==> src/cba_pkg.sv <==
package cba_pkg;

   // Built size of the disk and of the file directory.
   localparam int MAX_DISK_BLOCKS   = 256;
   localparam int DIRECTORY_ENTRIES = 16;

   // Fixed field widths of the ports.
   localparam int ID_W     = 16;
   localparam int REQ_W    = 9;
   localparam int START_W  = 8;
   localparam int COUNT_W  = 9;
   localparam int CFG_W    = 9;
   localparam int STATUS_W = 3;

   // Internal widths that follow from the built sizes.
   localparam int BLK_W = $clog2(MAX_DISK_BLOCKS);
   localparam int CNT_W = BLK_W + 1;
   localparam int SUM_W = ((CNT_W > REQ_W) ? CNT_W : REQ_W) + 1;
   localparam int DIR_W = (DIRECTORY_ENTRIES > 1) ? $clog2(DIRECTORY_ENTRIES) : 1;

   localparam logic [CFG_W-1:0] CFG_RESET = CFG_W'(256);

   localparam logic OP_CREATE = 1'b0;
   localparam logic OP_DELETE = 1'b1;

   localparam logic [STATUS_W-1:0] ST_OK       = STATUS_W'(0);
   localparam logic [STATUS_W-1:0] ST_DUP      = STATUS_W'(1);
   localparam logic [STATUS_W-1:0] ST_FEW      = STATUS_W'(2);
   localparam logic [STATUS_W-1:0] ST_NORUN    = STATUS_W'(3);
   localparam logic [STATUS_W-1:0] ST_FULL     = STATUS_W'(4);
   localparam logic [STATUS_W-1:0] ST_NOTFOUND = STATUS_W'(5);

   typedef struct packed {
      logic load;
      logic dir_step;
      logic map_step;
      logic finish;
      logic clear_step;
      logic mark_step;
   } cmd_type;

   typedef struct packed {
      logic dir_last;
      logic map_last;
      logic skip_map;
      logic res_ok;
      logic clear_last;
      logic mark_last;
   } sts_type;

endpackage

==> src/cba_chan_if.sv <==
interface cba_req_if;
   logic                       valid;
   logic                       ready;
   logic                       operation;
   logic [cba_pkg::ID_W-1:0]   file_id;
   logic [cba_pkg::REQ_W-1:0]  requested_blocks;

   modport source (output valid, operation, file_id, requested_blocks, input ready);
   modport sink (input valid, operation, file_id, requested_blocks, output ready);
endinterface

interface cba_rsp_if;
   logic                          valid;
   logic                          ready;
   logic [cba_pkg::STATUS_W-1:0]  status;
   logic [cba_pkg::START_W-1:0]   start_block;
   logic [cba_pkg::COUNT_W-1:0]   block_count;

   modport source (output valid, status, start_block, block_count, input ready);
   modport sink (input valid, status, start_block, block_count, output ready);
endinterface

interface cba_csr_if;
   logic                       valid;
   logic                       ready;
   logic [cba_pkg::CFG_W-1:0]  disk_blocks_in_use;

   modport source (output valid, disk_blocks_in_use, input ready);
   modport sink (input valid, disk_blocks_in_use, output ready);
endinterface

==> src/cba_dpath.sv <==
module cba_dpath (
   input  logic                           clock,
   input  logic                           reset,
   input  cba_pkg::cmd_type               cmd,
   output cba_pkg::sts_type               sts,
   input  logic                           csr_write,
   input  logic [cba_pkg::CFG_W-1:0]      csr_data,
   input  logic                           req_operation,
   input  logic [cba_pkg::ID_W-1:0]       req_file_id,
   input  logic [cba_pkg::REQ_W-1:0]      req_requested_blocks,
   output logic [cba_pkg::STATUS_W-1:0]   rsp_status,
   output logic [cba_pkg::START_W-1:0]    rsp_start_block,
   output logic [cba_pkg::COUNT_W-1:0]    rsp_block_count
);

   logic [cba_pkg::CFG_W-1:0]  limit_ff, limit_in;
   logic                       op_ff, op_in;
   logic [cba_pkg::ID_W-1:0]   id_ff, id_in;
   logic [cba_pkg::REQ_W-1:0]  want_ff, want_in;
   logic [cba_pkg::DIR_W-1:0]  dir_idx_ff, dir_idx_in;
   logic [cba_pkg::BLK_W-1:0]  map_idx_ff, map_idx_in;
   logic                       match_found_ff, match_found_in;
   logic [cba_pkg::DIR_W-1:0]  match_idx_ff, match_idx_in;
   logic                       slot_found_ff, slot_found_in;
   logic [cba_pkg::DIR_W-1:0]  slot_idx_ff, slot_idx_in;
   logic [cba_pkg::CNT_W-1:0]  run_ff, run_in;
   logic [cba_pkg::BLK_W-1:0]  run_start_ff, run_start_in;
   logic                       run_found_ff, run_found_in;
   logic [cba_pkg::CNT_W-1:0]  free_ff, free_in;
   logic [cba_pkg::BLK_W-1:0]  mark_idx_ff, mark_idx_in;
   logic [cba_pkg::REQ_W-1:0]  mark_left_ff, mark_left_in;

   logic                                 used_mem [cba_pkg::MAX_DISK_BLOCKS];
   logic                                 used_rd_ff;
   logic                                 entry_valid_ff [cba_pkg::DIRECTORY_ENTRIES];
   logic                                 entry_valid_in [cba_pkg::DIRECTORY_ENTRIES];
   logic [cba_pkg::ID_W-1:0]             entry_id_ff [cba_pkg::DIRECTORY_ENTRIES];
   logic [cba_pkg::BLK_W-1:0]            entry_start_ff [cba_pkg::DIRECTORY_ENTRIES];
   logic [cba_pkg::REQ_W-1:0]            entry_length_ff [cba_pkg::DIRECTORY_ENTRIES];

   logic [cba_pkg::STATUS_W-1:0]  status_ff, status_in;
   logic [cba_pkg::START_W-1:0]   start_ff, start_in;
   logic [cba_pkg::COUNT_W-1:0]   count_ff, count_in;

   logic                                 dir_hit;
   logic                                 dir_empty;
   logic                                 blk_used;
   logic                                 in_limit;
   logic [cba_pkg::CNT_W-1:0]            run_next;
   logic [cba_pkg::STATUS_W-1:0]         res_status;
   logic [cba_pkg::BLK_W-1:0]            sel_start;
   logic [cba_pkg::REQ_W-1:0]            sel_len;
   logic [cba_pkg::SUM_W-1:0]            sel_end;
   logic                                 commit;
   logic                                 is_create;

   assign is_create = (op_ff == cba_pkg::OP_CREATE);
   assign dir_hit   = entry_valid_ff[dir_idx_ff] && (entry_id_ff[dir_idx_ff] == id_ff);
   assign dir_empty = !entry_valid_ff[dir_idx_ff];
   assign blk_used  = used_rd_ff;
   assign in_limit  = cba_pkg::SUM_W'(map_idx_ff) < cba_pkg::SUM_W'(limit_ff);
   assign run_next  = run_ff + cba_pkg::CNT_W'(1);

   assign sts.dir_last = (dir_idx_ff == cba_pkg::DIR_W'(cba_pkg::DIRECTORY_ENTRIES - 1));
   assign sts.map_last = (map_idx_ff == cba_pkg::BLK_W'(cba_pkg::MAX_DISK_BLOCKS - 1));
   // A delete or a duplicate id needs no map scan; the hit of the last entry counts too.
   assign sts.skip_map = !is_create || match_found_ff || dir_hit;
   assign sts.res_ok   = (res_status == cba_pkg::ST_OK);
   assign sts.clear_last = (mark_idx_ff == cba_pkg::BLK_W'(cba_pkg::MAX_DISK_BLOCKS - 1));
   assign sts.mark_last  = (mark_left_ff == cba_pkg::REQ_W'(1));

   always_comb begin
      limit_in       = csr_write ? csr_data : limit_ff;
      op_in          = op_ff;
      id_in          = id_ff;
      want_in        = want_ff;
      dir_idx_in     = dir_idx_ff;
      map_idx_in     = map_idx_ff;
      match_found_in = match_found_ff;
      match_idx_in   = match_idx_ff;
      slot_found_in  = slot_found_ff;
      slot_idx_in    = slot_idx_ff;
      run_in         = run_ff;
      run_start_in   = run_start_ff;
      run_found_in   = run_found_ff;
      free_in        = free_ff;

      if (cmd.load) begin
         op_in          = req_operation;
         id_in          = req_file_id;
         want_in        = req_requested_blocks;
         dir_idx_in     = '0;
         map_idx_in     = '0;
         match_found_in = 1'b0;
         match_idx_in   = '0;
         slot_found_in  = 1'b0;
         slot_idx_in    = '0;
         run_in         = '0;
         run_start_in   = '0;
         run_found_in   = 1'b0;
         free_in        = '0;
      end

      if (cmd.dir_step) begin
         dir_idx_in = dir_idx_ff + cba_pkg::DIR_W'(1);
         if (dir_hit && !match_found_ff) begin
            match_found_in = 1'b1;
            match_idx_in   = dir_idx_ff;
         end
         if (dir_empty && !slot_found_ff) begin
            slot_found_in = 1'b1;
            slot_idx_in   = dir_idx_ff;
         end
      end

      // The free count runs over the whole managed range, while the run
      // search freezes at the first run that is long enough.
      if (cmd.map_step) begin
         map_idx_in = map_idx_ff + cba_pkg::BLK_W'(1);
         if (in_limit) begin
            if (blk_used) begin
               if (!run_found_ff) begin
                  run_in = '0;
               end
            end else begin
               free_in = free_ff + cba_pkg::CNT_W'(1);
               if (!run_found_ff) begin
                  if (run_ff == '0) begin
                     run_start_in = map_idx_ff;
                  end
                  run_in = run_next;
                  if ((want_ff != '0) &&
                      (cba_pkg::SUM_W'(run_next) == cba_pkg::SUM_W'(want_ff))) begin
                     run_found_in = 1'b1;
                  end
               end
            end
         end
      end
   end

   always_comb begin
      if (is_create) begin
         sel_start = run_start_ff;
         sel_len   = want_ff;
         if (match_found_ff) begin
            res_status = cba_pkg::ST_DUP;
         end else if (cba_pkg::SUM_W'(free_ff) < cba_pkg::SUM_W'(want_ff)) begin
            res_status = cba_pkg::ST_FEW;
         end else if (!run_found_ff) begin
            res_status = cba_pkg::ST_NORUN;
         end else if (!slot_found_ff) begin
            res_status = cba_pkg::ST_FULL;
         end else begin
            res_status = cba_pkg::ST_OK;
         end
      end else begin
         sel_start  = entry_start_ff[match_idx_ff];
         sel_len    = entry_length_ff[match_idx_ff];
         res_status = match_found_ff ? cba_pkg::ST_OK : cba_pkg::ST_NOTFOUND;
      end
   end

   assign sel_end = cba_pkg::SUM_W'(sel_start) + cba_pkg::SUM_W'(sel_len);
   assign commit  = cmd.finish && (res_status == cba_pkg::ST_OK);

   // One pointer walks the whole map after reset to clear it, and walks the
   // run of a committed transaction to mark or free it.
   always_comb begin
      mark_idx_in  = mark_idx_ff;
      mark_left_in = mark_left_ff;
      if (commit) begin
         mark_idx_in  = sel_start;
         mark_left_in = sel_len;
      end
      if (cmd.clear_step || cmd.mark_step) begin
         mark_idx_in = mark_idx_ff + cba_pkg::BLK_W'(1);
      end
      if (cmd.mark_step) begin
         mark_left_in = mark_left_ff - cba_pkg::REQ_W'(1);
      end
   end

   always_comb begin
      for (int e = 0; e < cba_pkg::DIRECTORY_ENTRIES; e++) begin
         entry_valid_in[e] = entry_valid_ff[e];
      end
      if (commit && is_create) begin
         entry_valid_in[slot_idx_ff] = 1'b1;
      end
      if (commit && !is_create) begin
         entry_valid_in[match_idx_ff] = 1'b0;
      end
   end

   always_comb begin
      status_in = status_ff;
      start_in  = start_ff;
      count_in  = count_ff;
      if (cmd.finish) begin
         status_in = res_status;
         start_in  = (res_status == cba_pkg::ST_OK) ? cba_pkg::START_W'(sel_start) : '0;
         count_in  = (res_status == cba_pkg::ST_OK) ? cba_pkg::COUNT_W'(sel_len) : '0;
      end
   end

   always_ff @(posedge clock) begin
      if (reset) begin
         limit_ff    <= cba_pkg::CFG_RESET;
         mark_idx_ff <= '0;
         for (int e = 0; e < cba_pkg::DIRECTORY_ENTRIES; e++) begin
            entry_valid_ff[e] <= 1'b0;
         end
      end else begin
         limit_ff    <= limit_in;
         mark_idx_ff <= mark_idx_in;
         for (int e = 0; e < cba_pkg::DIRECTORY_ENTRIES; e++) begin
            entry_valid_ff[e] <= entry_valid_in[e];
         end
      end
   end

   always_ff @(posedge clock) begin
      op_ff          <= op_in;
      id_ff          <= id_in;
      want_ff        <= want_in;
      dir_idx_ff     <= dir_idx_in;
      map_idx_ff     <= map_idx_in;
      match_found_ff <= match_found_in;
      match_idx_ff   <= match_idx_in;
      slot_found_ff  <= slot_found_in;
      slot_idx_ff    <= slot_idx_in;
      run_ff         <= run_in;
      run_start_ff   <= run_start_in;
      run_found_ff   <= run_found_in;
      free_ff        <= free_in;
      mark_left_ff   <= mark_left_in;
      status_ff      <= status_in;
      start_ff       <= start_in;
      count_ff       <= count_in;
   end

   // The read address is the next value of the scan index, so the
   // registered bit lines up with map_idx_ff during the map scan.
   always_ff @(posedge clock) begin
      if (cmd.clear_step || cmd.mark_step) begin
         used_mem[mark_idx_ff] <= cmd.mark_step && is_create;
      end
      used_rd_ff <= used_mem[map_idx_in];
   end

   always_ff @(posedge clock) begin
      if (commit && is_create) begin
         entry_id_ff[slot_idx_ff]     <= id_ff;
         entry_start_ff[slot_idx_ff]  <= run_start_ff;
         entry_length_ff[slot_idx_ff] <= want_ff;
      end
   end

   assign rsp_status      = status_ff;
   assign rsp_start_block = start_ff;
   assign rsp_block_count = count_ff;

   a_alloc_fits: assert property (@(posedge clock) disable iff (reset)
      (commit && is_create) |->
      (sel_end <= cba_pkg::SUM_W'(cba_pkg::MAX_DISK_BLOCKS)))
      else $error("allocated run extends past the disk");

   a_slot_empty: assert property (@(posedge clock) disable iff (reset)
      (commit && is_create) |-> !entry_valid_ff[slot_idx_ff])
      else $error("create overwrites a live directory entry");

   a_delete_live: assert property (@(posedge clock) disable iff (reset)
      (commit && !is_create) |-> entry_valid_ff[match_idx_ff])
      else $error("delete clears an empty directory entry");

   a_mark_count: assert property (@(posedge clock) disable iff (reset)
      cmd.mark_step |-> (mark_left_ff != '0))
      else $error("mark pass runs past the end of its run");

endmodule

==> src/cba_ctrl.sv <==
module cba_ctrl (
   input  logic              clock,
   input  logic              reset,
   input  logic              req_valid,
   output logic              req_ready,
   output logic              rsp_valid,
   input  logic              rsp_ready,
   input  cba_pkg::sts_type  sts,
   output cba_pkg::cmd_type  cmd
);

   localparam logic [2:0] ST_IDLE  = 3'd0;
   localparam logic [2:0] ST_CLEAR = 3'd1;
   localparam logic [2:0] ST_DIR   = 3'd2;
   localparam logic [2:0] ST_MAP   = 3'd3;
   localparam logic [2:0] ST_FIN   = 3'd4;
   localparam logic [2:0] ST_MARK  = 3'd5;

   logic [2:0] state_ff, state_in;
   logic       rsp_valid_ff, rsp_valid_in;

   assign req_ready      = (state_ff == ST_IDLE);
   assign cmd.load       = req_valid && req_ready;
   assign cmd.dir_step   = (state_ff == ST_DIR);
   assign cmd.map_step   = (state_ff == ST_MAP);
   // The result is committed only once the output register can take it.
   assign cmd.finish     = (state_ff == ST_FIN) && (!rsp_valid_ff || rsp_ready);
   assign cmd.clear_step = (state_ff == ST_CLEAR);
   assign cmd.mark_step  = (state_ff == ST_MARK);

   always_comb begin
      state_in = state_ff;
      case (state_ff)
         ST_IDLE: begin
            if (cmd.load) begin
               state_in = ST_DIR;
            end
         end
         ST_CLEAR: begin
            if (sts.clear_last) begin
               state_in = ST_IDLE;
            end
         end
         ST_DIR: begin
            if (sts.dir_last) begin
               state_in = sts.skip_map ? ST_FIN : ST_MAP;
            end
         end
         ST_MAP: begin
            if (sts.map_last) begin
               state_in = ST_FIN;
            end
         end
         ST_FIN: begin
            if (cmd.finish) begin
               state_in = sts.res_ok ? ST_MARK : ST_IDLE;
            end
         end
         ST_MARK: begin
            if (sts.mark_last) begin
               state_in = ST_IDLE;
            end
         end
         default: begin
            state_in = ST_IDLE;
         end
      endcase
   end

   always_comb begin
      rsp_valid_in = rsp_valid_ff;
      if (cmd.finish) begin
         rsp_valid_in = 1'b1;
      end else if (rsp_ready) begin
         rsp_valid_in = 1'b0;
      end
   end

   always_ff @(posedge clock) begin
      if (reset) begin
         state_ff     <= ST_CLEAR;
         rsp_valid_ff <= 1'b0;
      end else begin
         state_ff     <= state_in;
         rsp_valid_ff <= rsp_valid_in;
      end
   end

   assign rsp_valid = rsp_valid_ff;

   a_finish_shows: assert property (@(posedge clock) disable iff (reset)
      cmd.finish |=> rsp_valid_ff)
      else $error("finished transaction did not reach the output register");

   a_rsp_held: assert property (@(posedge clock) disable iff (reset)
      (rsp_valid_ff && !rsp_ready) |=> rsp_valid_ff)
      else $error("response dropped before it was taken");

endmodule

==> src/contiguous_block_allocator.sv <==
// First-fit contiguous block allocator. Each request transaction is a create
// (file id and block count) or a delete (file id); each gives exactly one
// response transaction with a status, the first block and the block count.
// After reset the block map is cleared one block per cycle, so no request is
// taken before the whole map is clear. A request first walks the directory,
// one entry per cycle, and a create that passes the duplicate check then walks
// the block map, one block per cycle over the full built size. The response is
// then registered, and a successful request marks or frees its run one block
// per cycle before the next request is taken. A response still waiting in the
// output register holds the next request after its last scan step, before it
// commits. The user is to write the managed disk size on the csr channel only
// between requests; the block itself does not enforce this. Written so, it
// takes effect for the next request.
module contiguous_block_allocator (
   input  logic             clock,
   input  logic             reset,
   cba_req_if.sink          req_chan,
   cba_rsp_if.source        rsp_chan,
   cba_csr_if.sink          csr_chan
);

   cba_pkg::cmd_type cmd;
   cba_pkg::sts_type sts;
   logic             csr_write;

   assign csr_chan.ready = 1'b1;
   assign csr_write      = csr_chan.valid && csr_chan.ready;

   cba_ctrl u_ctrl (
      .clock     (clock),
      .reset     (reset),
      .req_valid (req_chan.valid),
      .req_ready (req_chan.ready),
      .rsp_valid (rsp_chan.valid),
      .rsp_ready (rsp_chan.ready),
      .sts       (sts),
      .cmd       (cmd)
   );

   cba_dpath u_dpath (
      .clock                (clock),
      .reset                (reset),
      .cmd                  (cmd),
      .sts                  (sts),
      .csr_write            (csr_write),
      .csr_data             (csr_chan.disk_blocks_in_use),
      .req_operation        (req_chan.operation),
      .req_file_id          (req_chan.file_id),
      .req_requested_blocks (req_chan.requested_blocks),
      .rsp_status           (rsp_chan.status),
      .rsp_start_block      (rsp_chan.start_block),
      .rsp_block_count      (rsp_chan.block_count)
   );

endmodule

==> src/flat_wrapper.sv <==
// flat-port wrapper written by rule: the top's interface ports become plain ports
module contiguous_block_allocator_flat 
  (clock, reset, req_chan_valid, req_chan_operation, req_chan_file_id, req_chan_requested_blocks, req_chan_ready, rsp_chan_valid, rsp_chan_status, rsp_chan_start_block, rsp_chan_block_count, rsp_chan_ready, csr_chan_valid, csr_chan_disk_blocks_in_use, csr_chan_ready);
  cba_req_if req_chan_i ();
  cba_rsp_if rsp_chan_i ();
  cba_csr_if csr_chan_i ();
  input  logic clock;
  input  logic reset;
  input wire logic [$bits(req_chan_i.valid)-1:0] req_chan_valid;
  input wire logic [$bits(req_chan_i.operation)-1:0] req_chan_operation;
  input wire logic [$bits(req_chan_i.file_id)-1:0] req_chan_file_id;
  input wire logic [$bits(req_chan_i.requested_blocks)-1:0] req_chan_requested_blocks;
  output wire logic [$bits(req_chan_i.ready)-1:0] req_chan_ready;
  output wire logic [$bits(rsp_chan_i.valid)-1:0] rsp_chan_valid;
  output wire logic [$bits(rsp_chan_i.status)-1:0] rsp_chan_status;
  output wire logic [$bits(rsp_chan_i.start_block)-1:0] rsp_chan_start_block;
  output wire logic [$bits(rsp_chan_i.block_count)-1:0] rsp_chan_block_count;
  input wire logic [$bits(rsp_chan_i.ready)-1:0] rsp_chan_ready;
  input wire logic [$bits(csr_chan_i.valid)-1:0] csr_chan_valid;
  input wire logic [$bits(csr_chan_i.disk_blocks_in_use)-1:0] csr_chan_disk_blocks_in_use;
  output wire logic [$bits(csr_chan_i.ready)-1:0] csr_chan_ready;
  assign req_chan_i.valid = req_chan_valid;
  assign req_chan_i.operation = req_chan_operation;
  assign req_chan_i.file_id = req_chan_file_id;
  assign req_chan_i.requested_blocks = req_chan_requested_blocks;
  assign req_chan_ready = req_chan_i.ready;
  assign rsp_chan_valid = rsp_chan_i.valid;
  assign rsp_chan_status = rsp_chan_i.status;
  assign rsp_chan_start_block = rsp_chan_i.start_block;
  assign rsp_chan_block_count = rsp_chan_i.block_count;
  assign rsp_chan_i.ready = rsp_chan_ready;
  assign csr_chan_i.valid = csr_chan_valid;
  assign csr_chan_i.disk_blocks_in_use = csr_chan_disk_blocks_in_use;
  assign csr_chan_ready = csr_chan_i.ready;
  contiguous_block_allocator u_core (.clock(clock), .reset(reset), .req_chan(req_chan_i), .rsp_chan(rsp_chan_i), .csr_chan(csr_chan_i));
endmodule
==> config.mk <==
export PLATFORM = sky130hd
export DESIGN_NAME = contiguous_block_allocator_flat
export DESIGN_NICKNAME = d
export VERILOG_FILES = /design/src/cba_pkg.sv /design/src/cba_chan_if.sv /design/src/cba_dpath.sv /design/src/cba_ctrl.sv /design/src/contiguous_block_allocator.sv /design/src/flat_wrapper.sv
export SDC_FILE = /design/constraint.sdc
export NUM_CORES = 1
export LEC_CHECK = 0
export BUFFER_PORTS_ARGS = -buffer_cell sky130_fd_sc_hd__clkbuf_2
export CAP_MARGIN = 20
export CORE_AREA = 2 2 296 298
export CTS_CLUSTER_SIZE = 40
export DETAILED_ROUTE_END_ITERATION = 12
export DIE_AREA = 0 0 298 300
export PLACE_DENSITY_LB_ADDON = 0.2
export SLEW_MARGIN = 40
export SYNTH_ARGS = -nofsm -noshare
export SYNTH_HDL_FRONTEND = slang
export SYNTH_SLANG_ARGS = --single-unit
==> constraint.sdc <==
create_clock -name clock -period 9.8 [get_ports clock]
set_clock_uncertainty 0.05 [all_clocks]
set_input_delay 0 -clock clock [delete_from_list [all_inputs] [get_ports clock]]
set_output_delay 0 -clock clock [all_outputs]
set_load 0.05 [all_outputs]
==> run_results.csv <==
group,metric,value,unit
setup_path,r2r_slack,4.88,ns
pwr,p_clk_share,34.6,%
setup_path,timing.rr.start,"u_core.u_ctrl.state_ff[2]",
logic_synthesis,syn-mean-instance-area,15.2,um^2
grt,track_usage,21.3,%
setup_path,cp.arrival,5.43,ns
pwr,switching_share,29.3,%
timing,finalHoldViolCount,0,
timing,rsz0062_at_grt,"false",
clock_network,cts.repair.resized,0,
placed_design,gp_congestion,0.813,
placed_design,hpwl,52.1,mm
clock_network,cts_max_level,3,
cells_and_area,fin_area,44000,um^2
cells_and_area,fillerInstances,7237,
cells_and_area,multiInputGateArea,10700,um^2
timing,holdWs,0.0456,ns
setup_path,critPathRequiredTime,10.31,ns
pwr,leakage,14.2,nW
grt,grt_pass1_wl,143,mm
die,start_util,44.6,%
pwr,power_density,237,nW/um^2
setup_path,r2r_cells,13,
logic_synthesis,synth.area.mux_share,11.6,%
timing,worst_pin_slew,0.899,ns
routing,vias,22500,
cells_and_area,drive_gt1_share,17.9,%
grt,grt_pass1_vias,22800,
grt,antenna_found_initial,0,
routing,drc,0,
pwr,pwr-share-seq,44.7,%
routing,final_antenna_net_count,0,
clock_network,cts_sinks,930,
logic_synthesis,async_reset_ff_share,0,%
logic_synthesis,synthDistinctLibCells,71,
die,rows,108,
cells_and_area,stdcell_count,3896,
pwr,combPwrFrac,20.7,%
timing,timing.fmax,203,MHz
setup_path,end_kind,"register",
die,fp.coreArea,86200,um^2
placed_design,dp.cells,3636,
cells_and_area,areaGrowthSynthToFinish,14.4,%
hold_path,hold_depth,2,
placed_design,post_dp_cell_area,40100,um^2
timing,relSlewSlack,40.0,%
routing,routed_wl,95.1,mm
logic_synthesis,netlist_top_cells_count,"843 x edfxtp_1, 346 x nor2_1, 284 x nand2_1",
clock_network,worstSkewPairLatency,0.68,ns
timing,slew_violations,0,
logic_synthesis,syn_nets,2599,
logic_synthesis,synth-simple-area-share,9.98,%
grt,gr-total-overflow,0,
logic_synthesis,netlist_area,38500,um^2
die,dieHeight,300,um
setup_path,worstReg2RegEnd,"u_core.u_dpath.blk_used",
cells_and_area,finish.utilization,51.0,%
pwr,ir_drop,0.000164,V
logic_synthesis,synth_top_family_by_area,"multiplexers",
setup_path,critPathMaxFanout,68,
logic_synthesis,yosys-top-cells-area,"edfxtp_1 66%, mux4_2 10%, dfxtp_1 4.5%",
timing,fin_tns_setup,0,ns
logic_synthesis,synth_top_area_cell,"edfxtp_1",
logic_synthesis,synth-xor-area-share,0.979,%
clock_network,cts_buffers,98,
logic_synthesis,syn_inst,2533,
die,die_x,298,um
hold_path,hold_path_class,"primary input to register",
logic_synthesis,ys.flop_type,"edfxtp_1",
logic_synthesis,synth_seq_cells,930,
clock_network,cts_root_buffer,"clkbuf_16",
cells_and_area,fin_nets,2724,
routing,dr.pass1.iters,5,
clock_network,clock_path_buffers,3,
die,die-area,89400,um^2
routing,vias_per_cell,5.77,
hold_path,hold-path-endpoint,"u_core.u_dpath.id_ff[11]",
pwr,switchingPower,3.06,mW
routing,drt_iter0_drc,2305,
placed_design,io_buffers,61,
setup_path,critPathKind,"register to register",
logic_synthesis,synthAdderAreaFrac,0.846,%
logic_synthesis,synth.most_common_cell,"edfxtp_1",
job,cap_violations,0,
pwr,p_int,7.37,mW
logic_synthesis,synth-compound-area-share,3.84,%
outcome,status,"completed",
routing,wire_per_inst,24.4,um
clock_network,clk_pin_slew_worst_paths,0.06,ns
clock_network,cts_tree,"built",
logic_synthesis,ys_seq_area_share,70.3,%
logic_synthesis,synth_top_cell_area_share,65.8,%
cells_and_area,antenna_cells,0,
timing,setup_viol,0,
timing,min_period_over_period,50.2,%
timing,post-route-min-period,4.92,ns
grt,grt_max_degree,125,
logic_synthesis,synth_warnings,0,
logic_synthesis,synth-edff-count,843,
die,num_io_pins,63,
setup_path,startpoint_type,"register",
hold_path,worstHoldStart,"req_chan_file_id[11]",
cells_and_area,ff_latch_area,27100,um^2
## worst max path at each step
stage                                    from                         end  slack, ns
global route        u_core.u_ctrl.state_ff[2]     u_core.u_dpath.blk_used       4.48
CTS                 u_core.u_ctrl.state_ff[2]     u_core.u_dpath.blk_used       4.91
finish              u_core.u_ctrl.state_ff[2]     u_core.u_dpath.blk_used       4.88
global placement    u_core.u_ctrl.state_ff[2]     u_core.u_dpath.blk_used       5.03
floorplan           u_core.u_ctrl.state_ff[0]  u_core.u_dpath.used_mem[0]       1.20
detailed placement  u_core.u_ctrl.state_ff[2]     u_core.u_dpath.blk_used       4.96
## state kept, by name (all words and copies together), names as in the netlist, 8 cells and up, named ones only
name	count
u_core.u_dpath.entry_id_ff	256
u_core.u_dpath.used_mem	256
u_core.u_dpath.entry_length_ff	144
u_core.u_dpath.entry_start_ff	128
u_core.u_dpath.entry_valid_ff	16
u_core.u_dpath.id_ff	16
u_core.u_dpath.free_ff	9
u_core.u_dpath.limit_ff	9
u_core.u_dpath.mark_left_ff	9
u_core.u_dpath.rsp_block_count	9
u_core.u_dpath.run_ff	9
u_core.u_dpath.want_ff	9
u_core.u_dpath.map_idx_ff	8
u_core.u_dpath.mark_idx_ff	8
u_core.u_dpath.rsp_start_block	8
u_core.u_dpath.run_start_ff	8
## cell type report
cell class / count / share of cell area (%)
tap: 1155 / 3.28
inverter: 50 / 0.429
sequential: 930 / 61.5
multi-input combinational: 1390 / 24.3
timing repair buffer: 188 / 3.36
clock buffer: 128 / 6.03
clock inverter: 55 / 1.08
## logic make-up after synthesis
family	count (synthesis)
AO/OA/AOI/OAI	207
XOR/XNOR	43
adder cells (fa/ha/maj)	26
buffers and inverters	213
flip-flops	930
multiplexers	230
other	1
AND/OR/NAND/NOR	883
## what timing repair did
item | CTS | global route
hold buffers | 76 | 0
buffers inserted | 0 | 0
hold endpoints to repair | 39 | 0
## layout by cell type, fill, tap and decap left out, types with 12 or more instances in the layout
master and count:
nor3_1 19, nand3_1 90, nor2_1 343, nor4_2 15, ha_1 26, inv_1 47
and3_1 39, nand3_2 16, nor2b_1 12, a31oi_1 21, clkinv_1 18, buf_4 44
clkbuf_16 100, mux4_2 172, o21ai_0 29, nand4_1 14, a21oi_1 31, clkbuf_1 23
xnor2_1 28, clkbuf_2 60, a21o_1 12, nand2b_1 13, a211oi_1 16, xor2_1 15
edfxtp_1 843, a311oi_1 36, mux2i_1 56, dlygate4sd3_1 76, dfxtp_1 81, nand2_1 283
clkinv_2 18
## power groups by stage
stage,logic (mW),clock network [mW],registers [mW]
3_5_place_dp,2.12,0,4.75
5_1_grt,2.35,3.83,4.69
3_3_place_gp,2.09,0,4.74
6_report,2.16,3.61,4.66
2_1_floorplan,1.61,0,4.59
4_1_cts,2.16,3.68,4.66
## routing by layer
| metal | part of all wire (%) | global-route usage [%] |
|---|---|---|
| met1 | 43 | 29.3 |
| met2 | 48 | 35.0 |
| met3 | 6.5 | 3.54 |
| met4 | 2.4 | 6.45 |
| met5 | 0 | 0 |
## through the flow
step,power (mW),setup slack [ns]
2_1_floorplan,6.20,1.20
3_3_place_gp,6.83,5.03
3_5_place_dp,6.87,4.96
4_1_cts,10.5,4.91
5_1_grt,10.9,4.48
6_report,10.4,4.88
## worst max-delay path, cell delays in order, from the launching register on
cell and delay, ns:
dfxtp_1 0.66, or4b_4 0.50, o211ai_4 0.12, buf_4 0.33, clkinv_2 0.56, buf_4 0.70
nand2_1 0.11, and3_1 0.19, a311oi_1 0.26, a31oi_1 0.09, a221o_1 0.34, a221oi_1 0.43
nor4_1 0.13, o32ai_1 0.29
(Power assumes the default switching activity.)
